[src/mwrd_pkg.sv]
// Package for the MMIO window route decoder.
// Holds sizes, codes, configuration and queue record types used by all modules.
`default_nettype none

package mwrd_pkg;

  localparam int unsigned ROUTE_COUNT = 4;
  localparam int unsigned ROUTE_REGS  = 4;
  localparam int unsigned LOG_ENTRIES = 16;
  localparam int unsigned LOG_IDX_W   = (LOG_ENTRIES > 1) ? $clog2(LOG_ENTRIES) : 1;
  localparam int unsigned LOG_USED_W  = $clog2(LOG_ENTRIES + 1);
  localparam int unsigned QUEUE_DEPTH = 2;
  localparam int unsigned QPTR_W      = (QUEUE_DEPTH > 1) ? $clog2(QUEUE_DEPTH) : 1;
  localparam int unsigned QCNT_W      = $clog2(QUEUE_DEPTH + 1);
  localparam int unsigned CFG_IDX_W   = 3;

  typedef enum logic [CFG_IDX_W-1:0] {
    REG_WINDOW_BASE   = 3'd0,
    REG_WINDOW_BYTES  = 3'd1,
    REG_LENIENT_MODE  = 3'd2,
    REG_UNKNOWN_VALUE = 3'd3,
    REG_ROUTE_ZERO    = 3'd4,
    REG_ROUTE_ONE     = 3'd5,
    REG_ROUTE_TWO     = 3'd6,
    REG_ROUTE_THREE   = 3'd7
  } cfg_reg_e;

  typedef enum logic [1:0] {
    OUT_ROUTED         = 2'd0,
    OUT_OUTSIDE        = 2'd1,
    OUT_UNKNOWN_FAULT  = 2'd2,
    OUT_UNKNOWN_LOGGED = 2'd3
  } outcome_e;

  typedef enum logic [2:0] {
    ST_IDLE   = 3'b001,
    ST_SEARCH = 3'b010,
    ST_COMMIT = 3'b100
  } back_state_e;

  typedef struct packed {
    logic [31:0]                 window_base;
    logic [31:0]                 window_bytes;
    logic                        lenient_mode;
    logic [63:0]                 unknown_value;
    logic [ROUTE_REGS-1:0][63:0] route;
  } cfg_t;

  localparam cfg_t CFG_RESET = '{
    window_base:   32'd0,
    window_bytes:  32'd65536,
    lenient_mode:  1'b0,
    unknown_value: 64'd0,
    route:         '0
  };

  typedef struct packed {
    logic        kind;
    outcome_e    outcome;
    logic [1:0]  route_index;
    logic [31:0] local_offset;
    logic [63:0] forward_data;
    logic [63:0] read_data;
    logic [31:0] bus_address;
  } cmd_t;

  typedef struct packed {
    outcome_e    outcome;
    logic [1:0]  route_index;
    logic [31:0] local_offset;
    logic [63:0] forward_data;
    logic [63:0] read_data;
    logic [31:0] bus_address;
    logic [31:0] logged_reads;
    logic [31:0] logged_writes;
    logic        log_full;
  } result_t;

  typedef struct packed {
    logic [LOG_USED_W-1:0] log_used;
  } back_status_t;

  function automatic logic [31:0] sat_inc(input logic [31:0] v);
    return (v == 32'hFFFF_FFFF) ? v : v + 32'd1;
  endfunction

endpackage

`default_nettype wire

[src/mwrd_queue.sv]
// Short queue of classified accesses between the front and back parts.
// Depends on mwrd_pkg.
`default_nettype none

module mwrd_queue (
  input  logic            clk_i,
  input  logic            rst_ni,
  input  logic            push_valid_i,
  output logic            push_ready_o,
  input  mwrd_pkg::cmd_t  push_data_i,
  output logic            pop_valid_o,
  input  logic            pop_ready_i,
  output mwrd_pkg::cmd_t  pop_data_o
);
  import mwrd_pkg::*;

  cmd_t              mem_q [QUEUE_DEPTH];
  logic [QPTR_W-1:0] wr_ptr_q, wr_ptr_d, rd_ptr_q, rd_ptr_d;
  logic [QCNT_W-1:0] count_q, count_d;
  logic              push, pop;

  assign push_ready_o = (count_q != QCNT_W'(QUEUE_DEPTH));
  assign pop_valid_o  = (count_q != '0);
  assign push         = push_valid_i && push_ready_o;
  assign pop          = pop_valid_o && pop_ready_i;
  assign pop_data_o   = mem_q[rd_ptr_q];

  always_comb begin
    wr_ptr_d = wr_ptr_q;
    rd_ptr_d = rd_ptr_q;
    count_d  = count_q;
    if (push) begin
      wr_ptr_d = (wr_ptr_q == QPTR_W'(QUEUE_DEPTH - 1)) ? '0 : wr_ptr_q + QPTR_W'(1);
    end
    if (pop) begin
      rd_ptr_d = (rd_ptr_q == QPTR_W'(QUEUE_DEPTH - 1)) ? '0 : rd_ptr_q + QPTR_W'(1);
    end
    if (push && !pop) begin
      count_d = count_q + QCNT_W'(1);
    end else if (pop && !push) begin
      count_d = count_q - QCNT_W'(1);
    end
  end

  always_ff @(posedge clk_i or negedge rst_ni) begin
    if (!rst_ni) begin
      wr_ptr_q <= '0;
      rd_ptr_q <= '0;
      count_q  <= '0;
    end else begin
      wr_ptr_q <= wr_ptr_d;
      rd_ptr_q <= rd_ptr_d;
      count_q  <= count_d;
    end
  end

  always_ff @(posedge clk_i) begin
    if (push) begin
      mem_q[wr_ptr_q] <= push_data_i;
    end
  end

endmodule

`default_nettype wire

[config.mk]
export PLATFORM = sky130hd
export DESIGN_NAME = mwrd_queue
export DESIGN_NICKNAME = d
export VERILOG_FILES = /design/src/mwrd_pkg.sv /design/src/mwrd_queue.sv
export SDC_FILE = /design/constraint.sdc
export NUM_CORES = 1
export LEC_CHECK = 0
export BUFFER_PORTS_ARGS = -buffer_cell sky130_fd_sc_hd__buf_2
export CELL_PAD_IN_SITES_DETAIL_PLACEMENT = 1
export CELL_PAD_IN_SITES_GLOBAL_PLACEMENT = 1
export CORE_MARGIN = 5
export CORE_UTILIZATION = 25
export DETAILED_ROUTE_END_ITERATION = 8
export GPL_TIMING_DRIVEN = 0
export PLACE_DENSITY_LB_ADDON = 0.1
export SETUP_SLACK_MARGIN = 0.3
export SLEW_MARGIN = 20
export SYNTH_ARGS = -nofsm -noshare
export SYNTH_HDL_FRONTEND = slang
export SYNTH_SLANG_ARGS = --single-unit
[constraint.sdc]
create_clock -name clk_i -period 9.9 [get_ports clk_i]
set_input_delay 0 -clock clk_i [delete_from_list [all_inputs] [get_ports clk_i]]
set_output_delay 0 -clock clk_i [all_outputs]
set_load 0.1 [all_outputs]
# After elaboration in Yosys (flattened, before gate mapping)
# Memory sizes are Yosys's and may differ from the RTL's.
# Index checks and enable logic that the tools add are counted.
# classes
n_addsub	4
magnitude_cmp	0
n_mul	0
n_bitwise	0
shift	0
eq_ne	1
n_reduce_logical	8
n_mux	6
n_div	0
# op_table
op	count
logical AND 1 bit	4
2-to-1 mux 1 bit	4
2-to-1 mux 2 bit	2
nonzero test 2 bit	2
adder 1 bit, second input constant	2
adder 2 x 1 -> 2 bit, second input constant	1
logical NOT 1 bit	2
!= test 2 bit, second input constant	1
subtractor 2 x 1 -> 2 bit, second input constant	1
# word_totals
in_bits	201
register_bits	4
output_inout_bits	199
latchBits	0
word_cells	23
ram_bits	394
rom_bits	0
memories	1
# mem_list
name	words	width	rd	rd_clocked_by_memory_dff	wr	line_no	rtl
mem_q	2	197	1	0	1	mwrd_queue.sv:17	cmd_t mem_q [QUEUE_DEPTH];

# Logic depth before layout (Yosys ltp)
# depth
ltp_word	6
depth_mapped	7
mapped_depth_nobuf	7

# Worst setup path before layout
# No wires, ideal clock.
# synth_path
kind	reg-to-reg
startpoint	register count_q[0]
endpoint	memory mem_q[0][0] (netlist bit), enable pin
t_arrival_ps	9667
path_stages_with_launch	4
path_slack_ps	-526
period_less_slack_ps	10426
required_time_ps	9142
setup_time_ps	758
path_buffers	0
path_cell_list	dfrtp_1 > nand2b_1 > nand2_1 > nor2_1
# synth_via
elab_chain_len	4
# synth_lines
element	line_no	rtl
start, declared	mwrd_queue.sv:19	logic [QCNT_W-1:0] count_q, count_d;
start signal, assigned	mwrd_queue.sv:53	count_q <= count_d;
!= test 2 bit	mwrd_queue.sv:22	assign push_ready_o = (count_q != QCNT_W'(QUEUE_DEPTH));
named net push_ready_o	mwrd_queue.sv:9	output logic push_ready_o,
logical AND 1 bit	mwrd_queue.sv:24	assign push = push_valid_i && push_ready_o;
2-to-1 mux 1 bit	mwrd_queue.sv:58	if (push) begin
2-to-1 mux 1 bit (implied by the code)	mwrd_queue.sv:59	mem_q[wr_ptr_q] <= push_data_i;
end, declared	mwrd_queue.sv:17	
# The timed path passes the listed nets, and every way through them passes these cells.

# Worst setup path after layout
# layout_path
startpoint	register count_q[0]
endpoint	memory mem_q[0][138] (netlist bit), enable pin
# layout_via
elab_chain_len	4
# layout_lines
element	line_no
!= test 2 bit	mwrd_queue.sv:22
logical AND 1 bit	mwrd_queue.sv:24
2-to-1 mux 1 bit	mwrd_queue.sv:58
2-to-1 mux 1 bit (implied by the code)	mwrd_queue.sv:59
# Every way passes these cells.

==> summary.txt <==
Die
  • # IOs: 400
  • Initial core utilization: 0.252
  • DIE WIDTH: 254 µm
  • Core footprint: 58900 µm²
  • FP Rows: 89
  • Chip height: 254 µm
  • Die area: 64300 µm²

Setup path
  • CP max-delay cell: nor2_4
  • Crit-path most repeated cell: buf_12
  • FF-to-FF path depth: 6
  • Reg2Reg Setup Slack: 7580 ps
  • Crit path buf inv count: 3
  • WP depth: 6
  • Worst-path maximum fanout: 21
  • CP Capture Type: flip-flop
  • Crit path DAT: 2570 ps
  • FF-to-FF End: mem_q[0][138]
  • Crit Path Class: flip-flop to flip-flop
  • Critical-path cell list: nand2b_1 > nand2_1 > nor2_4 > buf_12 > buf_12 > buf_12
  • CP startpoint kind: flip-flop
  • Crit path from: count_q[0]
  • CP required: 10150 ps
  • Crit path max-delay family: simple AND/OR/NAND/NOR gates
  • CP endpoint: mem_q[0][138]
  • Crit path largest cell delay: 560 ps
  • Worst r2r src: count_q[0]

Logic synthesis
  • Cell variety after synth: 15
  • Syn_area_per_cell: 23.5 µm²
  • Synth warn: 0
  • Simple-gate share of the synthesized area: 0.00228
  • Mapped Area: 14800 µm²
  • Top cells by area in the synthesized netlist: edfxtp_1, mux2_4, mux2_2
  • Mux cell area share after synthesis: 0.175
  • Top post-synthesis cells by count: edfxtp_1, mux2_4, mux2_2
  • Largest family of logic cells by synthesized area: multiplexers
  • Synth Area in Compound Gates: 0
  • Area leader, netlist: edfxtp_1
  • Syn nets: 833
  • Sequential fraction of the synthesis area: 0.805
  • EDFF count, synth: 394
  • Ys async rst share: 0.0101
  • Syn Inst Count: 631
  • Post-synthesis xor/xnor area fraction: 0.00295
  • Synthesis-stage register bit count: 398
  • Adder-cell area share of the yosys netlist: 0.000844
  • Area share of the largest cell type after synthesis: 0.798
  • Cell with the most instances after synthesis: edfxtp_1
  • Post-synth top flop: edfxtp_1

Worst hold path
  • Worst Hold Class: input port to flip-flop

CTS
  • CTS root buf: clkbuf_16
  • CTS buffer count: 47
  • Post-CTS setup buffers: 0
  • Reg clk slew, reported paths: 60 ps
  • Htree depth: 2
  • Post-CTS resize count: 0
  • CTS tree: done
  • Later-pin clock latency in the skew report: 560 ps
  • Total clock sinks: 398
  • CTS Buffer Depth: 3

Routing
  • Drt drc: 0
  • First drt pass iteration count: 4
  • Drt via density: 3.97
  • Vias: 8347
  • Antenna Nets Post-Route: 0
  • Routed wire length: 38.5 mm
  • Routed length per instance: 18.3 µm
  • 1st-iter DRT viols: 242

Layout
  • Share of layout cells above drive strength 1: 0.519
  • Area of the multi-input gates: 2700 µm²
  • Fillers: 5986
  • Synth-to-layout area growth: 45.7%
  • Nets: 1497
  • Register area: 11900 µm²

GRT
  • Total congestion overflow: 0
  • GR Util met2: 0.198
  • Antenna violations before repair: 2
  • Gr busiest metal: met2
  • Total global-route track usage: 0.115
  • Grt met1 use: 0.135
  • GR Util met3: 0.0441
  • First-pass GRT wire length: 56.3 mm
  • Largest net degree at the start of global routing: 44
  • Vias in the first global route: 9441

STA
  • Final slew viol count: 0
  • Max Clk Rate: 432 MHz
  • Period minus WS final: 2320 ps
  • Clk_skew: 13.9 ps
  • Fin. Hold Viols: 0
  • Slew headroom: 0.547
  • RSZ-0062 raised after global routing: no
  • Worst Tran Pin Value: 677 ps
  • # setup viols final: 0
  • Final WS setup: 7580 ps
  • Tcrit/Tclk final: 0.234

Run
  • Max-cap violation count: 0

Run status
  • Status: finished, final reports clean

Placement
  • Final GP Congestion: 0.681
  • DP Worst Slack: 7540 ps
  • DP HPWL: 27.0 mm
  • Port Buffers: 399
-- metal layers --
layer | vias to the layer above | wire length, µm
met4 | 0 | 688
met2 | 257 | 19200
met1 | 4177 | 15400
met5 | - | 0
met3 | 48 | 3310
li1 | 3865 | -
-- state kept, by name (all words and copies together) (netlist names) --
signal	count
mem_q	394
count_q	2
rd_ptr_q	1
wr_ptr_q	1
-- timing repair --
action | 4_1_cts | 5_1_grt
endpoints found under the setup margin | 0 | 0
endpoints found under the hold margin | 402 | 0
hold buffers | 201 | 0
-- cell families after synthesis --
kind of cell  after synthesis
flops                     398
mux                       197
buf+inv                    23
simple gates                7
xor+xnor                    5
fa+ha+maj                   1
-- stage by stage --
stage	hold slack, ps	cell area, µm²	util	instances	TNS [ps]
floorplan	-296	14800	-	631	0
global placement	-181	17800	0.302	1803	-122110
detailed placement	-178	18200	0.309	1818	0
CTS	100	21600	0.366	2102	0
global route	125	21600	0.367	2103	0
finish	163	21600	0.367	2105	0
-- worst min path at each step --
stage	from	end	slack (ps)	cells after the start
2_1_floorplan	rst_ni	count_q[0]	-300	0
6_report	push_data_i[181]	mem_q[0][181]	160	2
4_1_cts	push_data_i[37]	mem_q[1][37]	100	2
3_5_place_dp	rst_ni	wr_ptr_q	-180	1
3_3_place_gp	rst_ni	wr_ptr_q	-180	1
5_1_grt	push_data_i[17]	mem_q[1][17]	120	2
-- layout by cell type, fill, tap and decap left out, types with 2 or more instances in the layout --
cell type and n:
mux2_2 96, mux2_4 101, nand2_1 2, diode_2 3, xor2_1 2, buf_6 15, clkbuf_1 21, clkinv_2 2
dfrtp_1 4, dlygate4sd3_1 201, edfxtp_1 394, clkinv_1 8, clkinvlp_4 2, xnor2_1 3, buf_2 406, buf_12 4
buf_16 11, clkbuf_16 49
-- final cells by class --
| cell class | instances | share of cell area |
|---|---|---|
| Clock inverter | 13 | 0.00394 |
| Clock buffer | 70 | 0.0604 |
| Multi-Input combinational cell | 210 | 0.125 |
| Sequential cell | 398 | 0.552 |
| Timing Repair Buffer | 615 | 0.203 |
| Inverter | 1 | 0.000174 |
| Antenna cell | 3 | 0.000348 |
| Tap cell | 773 | 0.0448 |
| Buffer | 22 | 0.00944 |
Power is not shown: default switching activity piles up to over one toggle a cycle in this logic, so the estimate is an artifact.
