### src/mwrd_pkg.sv
// Package for the MMIO window route decoder.
// Holds sizes, codes, configuration and queue record types used by all modules.
`default_nettype none

package mwrd_pkg;

  localparam int unsigned ROUTE_COUNT = 4;
  localparam int unsigned ROUTE_REGS  = 4;
  localparam int unsigned LOG_ENTRIES = 16;
  localparam int unsigned LOG_IDX_W   = (LOG_ENTRIES > 1) ? $clog2(LOG_ENTRIES) : 1;
  localparam int unsigned LOG_USED_W  = $clog2(LOG_ENTRIES + 1);
  localparam int unsigned QUEUE_DEPTH = 2;
  localparam int unsigned QPTR_W      = (QUEUE_DEPTH > 1) ? $clog2(QUEUE_DEPTH) : 1;
  localparam int unsigned QCNT_W      = $clog2(QUEUE_DEPTH + 1);
  localparam int unsigned CFG_IDX_W   = 3;

  typedef enum logic [CFG_IDX_W-1:0] {
    REG_WINDOW_BASE   = 3'd0,
    REG_WINDOW_BYTES  = 3'd1,
    REG_LENIENT_MODE  = 3'd2,
    REG_UNKNOWN_VALUE = 3'd3,
    REG_ROUTE_ZERO    = 3'd4,
    REG_ROUTE_ONE     = 3'd5,
    REG_ROUTE_TWO     = 3'd6,
    REG_ROUTE_THREE   = 3'd7
  } cfg_reg_e;

  typedef enum logic [1:0] {
    OUT_ROUTED         = 2'd0,
    OUT_OUTSIDE        = 2'd1,
    OUT_UNKNOWN_FAULT  = 2'd2,
    OUT_UNKNOWN_LOGGED = 2'd3
  } outcome_e;

  typedef enum logic [2:0] {
    ST_IDLE   = 3'b001,
    ST_SEARCH = 3'b010,
    ST_COMMIT = 3'b100
  } back_state_e;

  typedef struct packed {
    logic [31:0]                 window_base;
    logic [31:0]                 window_bytes;
    logic                        lenient_mode;
    logic [63:0]                 unknown_value;
    logic [ROUTE_REGS-1:0][63:0] route;
  } cfg_t;

  localparam cfg_t CFG_RESET = '{
    window_base:   32'd0,
    window_bytes:  32'd65536,
    lenient_mode:  1'b0,
    unknown_value: 64'd0,
    route:         '0
  };

  typedef struct packed {
    logic        kind;
    outcome_e    outcome;
    logic [1:0]  route_index;
    logic [31:0] local_offset;
    logic [63:0] forward_data;
    logic [63:0] read_data;
    logic [31:0] bus_address;
  } cmd_t;

  typedef struct packed {
    outcome_e    outcome;
    logic [1:0]  route_index;
    logic [31:0] local_offset;
    logic [63:0] forward_data;
    logic [63:0] read_data;
    logic [31:0] bus_address;
    logic [31:0] logged_reads;
    logic [31:0] logged_writes;
    logic        log_full;
  } result_t;

  typedef struct packed {
    logic [LOG_USED_W-1:0] log_used;
  } back_status_t;

  function automatic logic [31:0] sat_inc(input logic [31:0] v);
    return (v == 32'hFFFF_FFFF) ? v : v + 32'd1;
  endfunction

endpackage

`default_nettype wire

### src/mwrd_front.sv
// Front part: checks the window fit, matches routes and classifies an access.
// Depends on mwrd_pkg.
`default_nettype none

module mwrd_front (
  input  mwrd_pkg::cfg_t  cfg_i,
  input  logic            kind_i,
  input  logic [31:0]     access_offset_i,
  input  logic [1:0]      size_code_i,
  input  logic [63:0]     store_data_i,
  output mwrd_pkg::cmd_t  cmd_o
);
  import mwrd_pkg::*;

  logic [3:0]             width;
  logic [32:0]            end_addr;
  logic [32:0]            route_limit [ROUTE_COUNT];
  logic [ROUTE_COUNT-1:0] hit;
  logic                   any_hit;
  logic [1:0]             sel;
  logic [31:0]            sel_off;
  logic                   fits;

  always_comb begin
    width    = 4'd1 << size_code_i;
    end_addr = {1'b0, access_offset_i} + 33'(width);
    fits     = (end_addr <= {1'b0, cfg_i.window_bytes});
    for (int r = 0; r < ROUTE_COUNT; r++) begin
      route_limit[r] = {1'b0, cfg_i.route[r][31:0]} + {1'b0, cfg_i.route[r][63:32]};
      hit[r]         = (cfg_i.route[r][63:32] != '0) &&
                       (access_offset_i >= cfg_i.route[r][31:0]) &&
                       (end_addr <= route_limit[r]);
    end
    any_hit = |hit;
    sel     = '0;
    for (int r = ROUTE_COUNT - 1; r >= 0; r--) begin
      if (hit[r]) begin
        sel = 2'(r);
      end
    end
    sel_off = cfg_i.route[sel][31:0];
  end

  always_comb begin
    cmd_o             = '0;
    cmd_o.kind        = kind_i;
    cmd_o.bus_address = cfg_i.window_base + access_offset_i;
    if (!fits) begin
      cmd_o.outcome = OUT_OUTSIDE;
    end else if (any_hit) begin
      cmd_o.outcome      = OUT_ROUTED;
      cmd_o.route_index  = sel;
      cmd_o.local_offset = access_offset_i - sel_off;
      cmd_o.forward_data = kind_i ? store_data_i : '0;
    end else if (!cfg_i.lenient_mode) begin
      cmd_o.outcome = OUT_UNKNOWN_FAULT;
    end else begin
      cmd_o.outcome   = OUT_UNKNOWN_LOGGED;
      cmd_o.read_data = kind_i ? '0 : cfg_i.unknown_value;
    end
  end

endmodule

`default_nettype wire

### config.mk
export PLATFORM = sky130hd
export DESIGN_NAME = mwrd_front
export DESIGN_NICKNAME = d
export VERILOG_FILES = /design/src/mwrd_pkg.sv /design/src/mwrd_front.sv
export SDC_FILE = /design/constraint.sdc
export NUM_CORES = 1
export LEC_CHECK = 0
export BUFFER_PORTS_ARGS = -buffer_cell sky130_fd_sc_hd__buf_2
export CAP_MARGIN = 20
export CORE_UTILIZATION = 25
export DETAILED_ROUTE_END_ITERATION = 8
export GPL_TIMING_DRIVEN = 0
export PLACE_DENSITY = 0.49
export SLEW_MARGIN = 25
export SYNTH_ARGS = -nofsm -noshare
export SYNTH_HDL_FRONTEND = slang
export SYNTH_SLANG_ARGS = --single-unit
### constraint.sdc
create_clock -name vclk -period 11.3
set_clock_uncertainty 0.15 [all_clocks]
set_input_delay 1.695 -clock vclk [all_inputs]
set_output_delay 1.695 -clock vclk [all_outputs]
set_load 0.03 [all_outputs]
### Word-level counts from Yosys, hierarchy flattened

Cells that the tools add are included.

| storage, ports and cells | value |
|---|---|
| flip-flop bits (word level) | 0 |
| input port bits | 484 |
| output and inout bits | 197 |
| logic and storage cells | 46 |

| operators by class | value |
|---|---|
| add/subtract/negate cells | 7 |
| magnitude comparators | 10 |
| shift-type cells | 1 |
| mux-type cells | 15 |
| reductions and logical operators | 13 |

Operators by type and width:

| cell | number |
|---|---|
| 64-bit 2-to-1 mux | 4 |
| 162-bit 2-to-1 mux | 1 |
| 32-bit by 32-bit adder with 33-bit output | 4 |
| 33-bit less-or-equal comparator | 4 |
| 64-bit binary-select mux with 2-bit select | 1 |
| 32-bit >= comparator | 4 |
| 32-bit nonzero test | 4 |
| 98-bit 2-to-1 mux | 1 |
| 32-bit by 4-bit adder with 33-bit output | 1 |
| 33-bit by 32-bit less-or-equal comparator with 1-bit output | 1 |
| 32-bit adder | 1 |
| 32-bit 2-to-1 mux | 1 |
| 32-bit subtractor | 1 |
| 2-bit 2-to-1 mux | 6 |
| 1-bit logical AND | 8 |
| 4-bit OR reduction | 1 |
| 1-bit by 2-bit left shift with 4-bit output (first input constant) | 1 |
| 2-bit by 3-bit less-than comparator with 1-bit output (second input constant) | 1 |
| 1-bit 2-to-1 mux | 1 |

### Longest topological paths before layout

Gate-level depths: netlist of run 1.

| depth | value |
|---|---|
| depth after elaboration | 13 |
| mapped depth | 38 |
| mapped depth without buffers | 37 |

### Worst setup path before layout of run 1

Ideal clock, no wire load.

| path | value |
|---|---|
| kind | input -> output |
| start | input port cfg_i[64] (netlist name) |
| end | output port cmd_o[190] (netlist name) |
| arrival | 9.420 ns |
| data required time | 9.455 ns |
| path slack | 0.035 ns |
| cell stages on the path | 37 |
| path buffers | 2 |
| cells stage by stage | ha_1 -> fa_1 -> a21o_1 -> a21oi_1 -> o21ai_0 -> a211oi_1 -> nor3_1 -> o21ai_0 -> a31oi_1 -> a311o_1 -> mux2i_1 -> a2111oi_0 -> ha_1 -> nand4_1 -> nor2_1 -> a22o_1 -> nor4b_1 -> o21ai_0 -> a21oi_1 -> a21oi_1 -> or2_2 -> buf_4 -> clkbuf_1 -> a21oi_1 -> ha_1 -> inv_1 -> fa_1 -> a211oi_1 -> o211ai_1 -> a32oi_1 -> o221ai_1 -> o41ai_1 -> o211ai_1 -> a311oi_1 -> o21bai_1 -> xnor2_1 -> nor2_1 |

RTL lines:

| what | line | text |
|---|---|---|
| start, declared | mwrd_front.sv:6 | `input mwrd_pkg::cfg_t cfg_i,` |
| end, declared | mwrd_front.sv:11 | `output mwrd_pkg::cmd_t cmd_o` |

==> results.yml, run 1 <==
logic_synthesis:
  synth_top_area_frac: 0.324
  synth_top_family_by_area: "adder cells"
  yosys.cell_types.count: 78
  yosys.area.top_type: "ha_1"
  synth_area_leaders: "ha_1, a21oi_1, a21o_1, and2_1, inv_1"
  ys_warn_count: 0
  ys_seq_area_frac: 0
  synth_area_um2: 18800
  syn_area_per_cell_um2: 7.07
  synthXorXnorAreaFrac: 0.0847
  synth_fp_nets: 3640
  synth-simple-area-share: 0.239
  synth-compound-area-share: 0.284
  postSynthCellCount: 2662
  synth.mux.area_fraction: 0.00266
  synth_fa_ha_area_frac: 0.331
pwr:
  power.density_nw_per_um2: 101
  pwr-share-seq: 0
  netSwitchingFraction: 0.615
  p_leak_nw: 13.2
  power.share.clock: 0
  pwr-share-comb: 1.000
  internal-power_uw: 977
  ir_drop_mv: 0.0976
  p_switching_mw: 1.56
global_route:
  track_usage: 0.257
  grt_max_degree: 11
  grt_pass1_wl_mm: 146
  overflow: 0
  grt_pass1_vias: 22700
  antenna_found_initial: 32
floorplan:
  die_area_um2: 76400
  fp.dieH_um: 276
  rows: 100
  die_width_um: 276
  coreArea_um2: 74400
  initial_utilization: 0.253
  ios: 681
layout:
  fillers: 8152
  numSequentialCells: 0
  nets: 4383
  seqCellArea_um2: 0
  drive_gt1_frac: 0.274
  multi_input_area_um2: 18600
  nClkBuffers: 0
  synthToLayoutAreaGrowth_pct: 33.1
worst_setup_path:
  path_class: "in -> out"
  critPathArrivalTime_ps: 9710
  worstPathMaxFanout: 6
  endpoint_kind: "output pin"
  crit_path_start_kind: "input pin"
  crit_slowest_cell: "a311o_1"
  crit_required_ps: 9460
  crit_path_frequent_cell: "buf_4"
  cpPeakStageDelay_ps: 410
sta:
  fmax_mhz: 86.6
  holdWs_ps: 3590
  final_max_slew_viol_count: 0
  worst_slew_pin_slew_ps: 1020
  period_minus_slack_ps: 11550
  max_slew_margin: 0.314
  setup_violations: 7
  min_period_over_period: 1.02
  fin_ws_ps: -254
  finalHoldViolCount: 0
  finalSetupTns_ps: -737
  rsz0062_at_grt: "true"
drt:
  first_iter_violations: 1361
  drc_errors: 0
  drt_wl_total_mm: 103
  wl_per_cell_um: 23.5
  first_pass_iters: 5
  num_vias: 23100
  viasPerCell: 5.27
  ant_nets: 0
placement:
  place.port_buffers: 681
  hpwlAfterDp_mm: 93.0
  place.gp.congestion: 0.953
flow_run:
  max_cap_viol_count: 0
outcome:
  status: "finished, violations left"
  violations: "setup timing"
hold_path:
  worst_hold_path_type: "in -> out"
clock_network:
  cts_hold_buf: 0
-- path summary, 6_finish.rpt --
path,from,endpoint,slack (ps),cells after the start
max,cfg_i[64],cmd_o[190],-250,41
min,cfg_i[278],cmd_o[54],3590,3
-- power groups by stage --
stage	Sequential (mW)	Clock, mW	Combinational, mW
floorplan	0	0	1.53
global placement	0	0	2.26
detailed placement	0	0	2.26
CTS	0	0	2.41
global route	0	0.000000203	2.75
finish	0	0.000000213	2.54
-- timing repair --
action / 4_1_cts / 5_1_grt
pin swaps: 66 / 68
gates cloned: 1 / 0
resized for setup: 141 / 94
setup buffers: 39 / 24
endpoints found under the setup margin: 33 / 20
-- cell families (layout without fill, tap and decap cells) --
group                    after synthesis  in the layout
XOR/XNOR                             182            182
AO/OA/AOI/OAI                        826            826
adder cells (fa/ha/maj)              494            494
multiplexers                           5              5
buffers and inverters                283           1024
other                                  0             19
AND/OR/NAND/NOR                      872            872
-- cells in the final DEF, fill, tap and decap left out, types with 30 or more instances in the layout --
cell and n:
inv_1 231, buf_2 674, o21a_1 40, nand4_1 74
o211ai_1 53, xor2_1 80, nor4_1 39, o21ai_0 109
ha_1 481, and2_1 140, o21ai_1 30, xnor2_1 83
nand3_1 64, nand2b_1 33, buf_4 65, a21o_1 122
nand2_1 173, a21oi_1 248, nor2_1 178
-- cells in the mapped netlist, types with 7 or more instances --
| library cell | instances |
|---|---|
| a211o_1 | 13 |
| nor3_1 | 34 |
| a211oi_1 | 26 |
| a21oi_1 | 264 |
| a311oi_1 | 8 |
| fa_1 | 7 |
| a21o_1 | 123 |
| nor2_1 | 188 |
| o31ai_1 | 10 |
| o21a_1 | 41 |
| or2_2 | 15 |
| a41oi_1 | 7 |
| o2111ai_1 | 9 |
| inv_1 | 234 |
| o21ai_0 | 123 |
| and4_1 | 13 |
| o211ai_1 | 53 |
| a31oi_1 | 19 |
| o21ai_1 | 23 |
| buf_2 | 14 |
| nor4_1 | 43 |
| nand3_1 | 67 |
| nor2b_1 | 26 |
| xnor2_1 | 98 |
| o21bai_1 | 26 |
| nand4_1 | 74 |
| clkbuf_1 | 23 |
| xor2_1 | 84 |
| and2_1 | 141 |
| and3_1 | 27 |
| or3_1 | 17 |
| nand2b_1 | 34 |
| ha_1 | 487 |
| nand2_1 | 173 |
-- layer usage --
layer | part of all wire | GRT usage | vias to the layer above | wire length (µm)
met5 | 0.0016 | 0 | - | 161
met4 | 0.044 | 0.0986 | 26 | 4500
met3 | 0.057 | 0.0333 | 156 | 5880
met2 | 0.47 | 0.449 | 770 | 48600
met1 | 0.43 | 0.317 | 10800 | 44000
li1 | - | - | 11400 | -
-- metrics by stage --
step / cell area, µm² / utilization / setup slack [ps] / power, mW / std cells
after global placement: 23500 / 0.315 / -2860 / 2.26 / 4312
after global routing: 25000 / 0.336 / -564 / 2.75 / 4383
after CTS: 24500 / 0.329 / -308 / 2.41 / 4350
final: 25100 / 0.337 / -254 / 2.54 / 4391
after floorplan: 18800 / - / 35.5 / 1.53 / 2662
after detailed placement: 23500 / 0.316 / -2880 / 2.26 / 4312
-- worst max-delay path: cells and delay by family --
family / cells / cell delay, ps
AOI/OAI and AO/OA: 23 / 4690
adders and majority gates: 5 / 1330
buffers and inverters: 8 / 1120
and+or+nand+nor: 4 / 730
xor gates and xnor gates: 1 / 130
-- layout make-up --
class | instances | area share
inverter | 234 | 0.0350
timing repair buffer | 743 | 0.160
multi-input combinational | 2379 | 0.744
antenna | 19 | 0.00190
buffer | 47 | 0.0104
tap | 969 | 0.0484
No activity file was read; power rests on OpenSTA's default activity.
==> run 2, diff against run 1 <==
--- a/config.mk
+++ b/config.mk
@@ -6,4 +6,5 @@
 export NUM_CORES = 1
 export LEC_CHECK = 0
+export ABC_AREA = 0
 export BUFFER_PORTS_ARGS = -buffer_cell sky130_fd_sc_hd__buf_2
 export CAP_MARGIN = 20
==> constraint.sdc (replaced) <==
create_clock -name vclk -period 11.3
set_clock_uncertainty 0.15 [all_clocks]
set_input_delay 2.26 -clock vclk [all_inputs]
set_output_delay 2.26 -clock vclk [all_outputs]
set_load 0.03 [all_outputs]
==> run 2 against run 1 <==
  * The run still ends with setup timing left
  * Hold slack improved by 1100 ps
  * Sequential share of layout area did not move
  * Wire length rose by 1.4%
  * Worst setup slack got worse by 960 ps
  * Clock-buffer cell count did not move
  * Global-route usage rose by 0.26 points
  * Final cell count rose by 0.55%
  * Combinational power rose by 11%
  * Total power rose by 11%
  * Core utilization rose by 1.2 points
  * Final area rose by 3.5%
  * Non-clock buffer count rose by 27
  * Largest cell class unchanged
  * Largest power group unchanged
==> results.yml, run 2 (synthesis gave the netlist of run 1 again) <==
outcome:
  status: "finished, violations left"
  violations: "setup timing"
sta:
  holdWs_ps: 4720
  final_max_slew_viol_count: 0
  finalHoldViolCount: 0
  period_minus_slack_ps: 12520
  setup_violations: 25
  min_period_over_period: 1.11
  worst_slew_pin_slew_ps: 981
  fmax_mhz: 79.9
  rsz0062_at_grt: "true"
  fin_ws_ps: -1220
  max_slew_margin: 0.341
  finalSetupTns_ps: -18820
layout:
  drive_gt1_frac: 0.297
  numSequentialCells: 0
  layout_commonest_cell: "buf_2"
  nClkBuffers: 0
  seqCellArea_um2: 0
  synthToLayoutAreaGrowth_pct: 37.8
  fillers: 8093
  nets: 4410
  final_cell_mix: "buf_2, ha_1, a21oi_1"
worst_setup_path:
  endpoint_kind: "output pin"
  critPathArrivalTime_ps: 10110
  cpPeakStageDelay_ps: 430
  crit_path_frequent_cell: "o21ai_2"
  crit_required_ps: 8890
  path_class: "in -> out"
  crit_path_start_kind: "input pin"
  worstPathMaxFanout: 10
  crit_slowest_cell: "a2111oi_2"
global_route:
  grt_max_degree: 11
  track_usage: 0.259
  antenna_found_initial: 38
  busiest_layer: "met2"
  overflow: 0
  grtUsageMet3: 0.0410
  grtUsageMet1: 0.313
  grtUsageMet2: 0.457
  grt_pass1_wl_mm: 147
  grt_pass1_vias: 22900
pwr:
  power.density_nw_per_um2: 109
  pwr-share-comb: 1.000
  pwr-share-seq: 0
  netSwitchingFraction: 0.591
  ir_drop_mv: 0.0848
  p_leak_nw: 13.5
  power_mw: 2.82
  internal-power_mw: 1.15
  power.share.clock: 0
  p_switching_mw: 1.66
drt:
  first_iter_violations: 1369
  drc_errors: 0
  viasPerCell: 5.27
  wl_per_cell_um: 23.7
  drt_wl_total_mm: 105
  num_vias: 23300
  ant_nets: 0
  first_pass_iters: 5
floorplan:
  ios: 681
  rows: 100
  die_area_um2: 76400
  fp.dieH_um: 276
  coreArea_um2: 74400
  die_width_um: 276
  initial_utilization: 0.253
placement:
  place.port_buffers: 681
  place_ws_ps: -2770
  hpwlAfterDp_mm: 93.5
  place.gp.congestion: 0.953
hold_path:
  worstHoldPathCells: 3
  worst_hold_path_type: "in -> out"
flow_run:
  max_cap_viol_count: 0
-- run 2: cell count changes in the layout (fill, tap and decap cells not counted), sizes merged --
cell / previous run / this run
clkbuf: 30 / 29
diode: 19 / 16
buf: 760 / 788
-- run 2: final cells by class --
| type | count | area (µm²) | area share |
|---|---|---|---|
| tap | 969 | 1210 | 0.0467 |
| inverter | 234 | 878 | 0.0339 |
| timing repair buffer | 771 | 4380 | 0.169 |
| buffer | 46 | 312 | 0.0120 |
| antenna | 16 | 40.0 | 0.00154 |
| multi-input combinational | 2379 | 19100 | 0.737 |
-- run 2: power by group through the flow --
stage / clock, mW / combinational [mW] / sequential (mW)
after CTS: 0 / 2.66 / 0
after detailed placement: 0 / 2.31 / 0
after floorplan: 0 / 1.57 / 0
final: 0.000000214 / 2.82 / 0
after global placement: 0 / 2.31 / 0
after global routing: 0.000000208 / 3.02 / 0
-- run 2: worst max-delay path, delay by kind of cell --
family	cells	cell delay (ps)
and+or+nand+nor	6	920
xor gates and xnor gates	1	230
adders and majority gates	4	1100
buffers and inverters	5	730
AOI/OAI and AO/OA	22	4680
muxes	1	150
-- run 2: worst paths after layout --
| check | slack (ps) | start | endpoint |
|---|---|---|---|
| max | -1220 | cfg_i[96] | cmd_o[190] |
| min | 4720 | store_data_i[16] | cmd_o[112] |
-- run 2: layer usage --
layer  vias to the layer above  wire [µm]
met4                        36       4690
met5                         -        239
li1                      11400          -
met2                       793      49900
met3                       170       5740
met1                     10900      44000
-- run 2: what timing repair did --
action	4_1_cts	5_1_grt
setup buffers	60	32
pin swaps	98	64
endpoints found under the hold margin	0	0
resized for setup	231	94
hold buffers	0	0
setup endpoints to repair	157	31
-- run 2: metrics by stage --
step | util | cells | area, µm²
2_1_floorplan | - | 2662 | 19000
3_3_place_gp | 0.317 | 4312 | 23600
3_5_place_dp | 0.318 | 4312 | 23600
4_1_cts | 0.339 | 4368 | 25200
5_1_grt | 0.348 | 4410 | 25900
6_report | 0.348 | 4415 | 25900
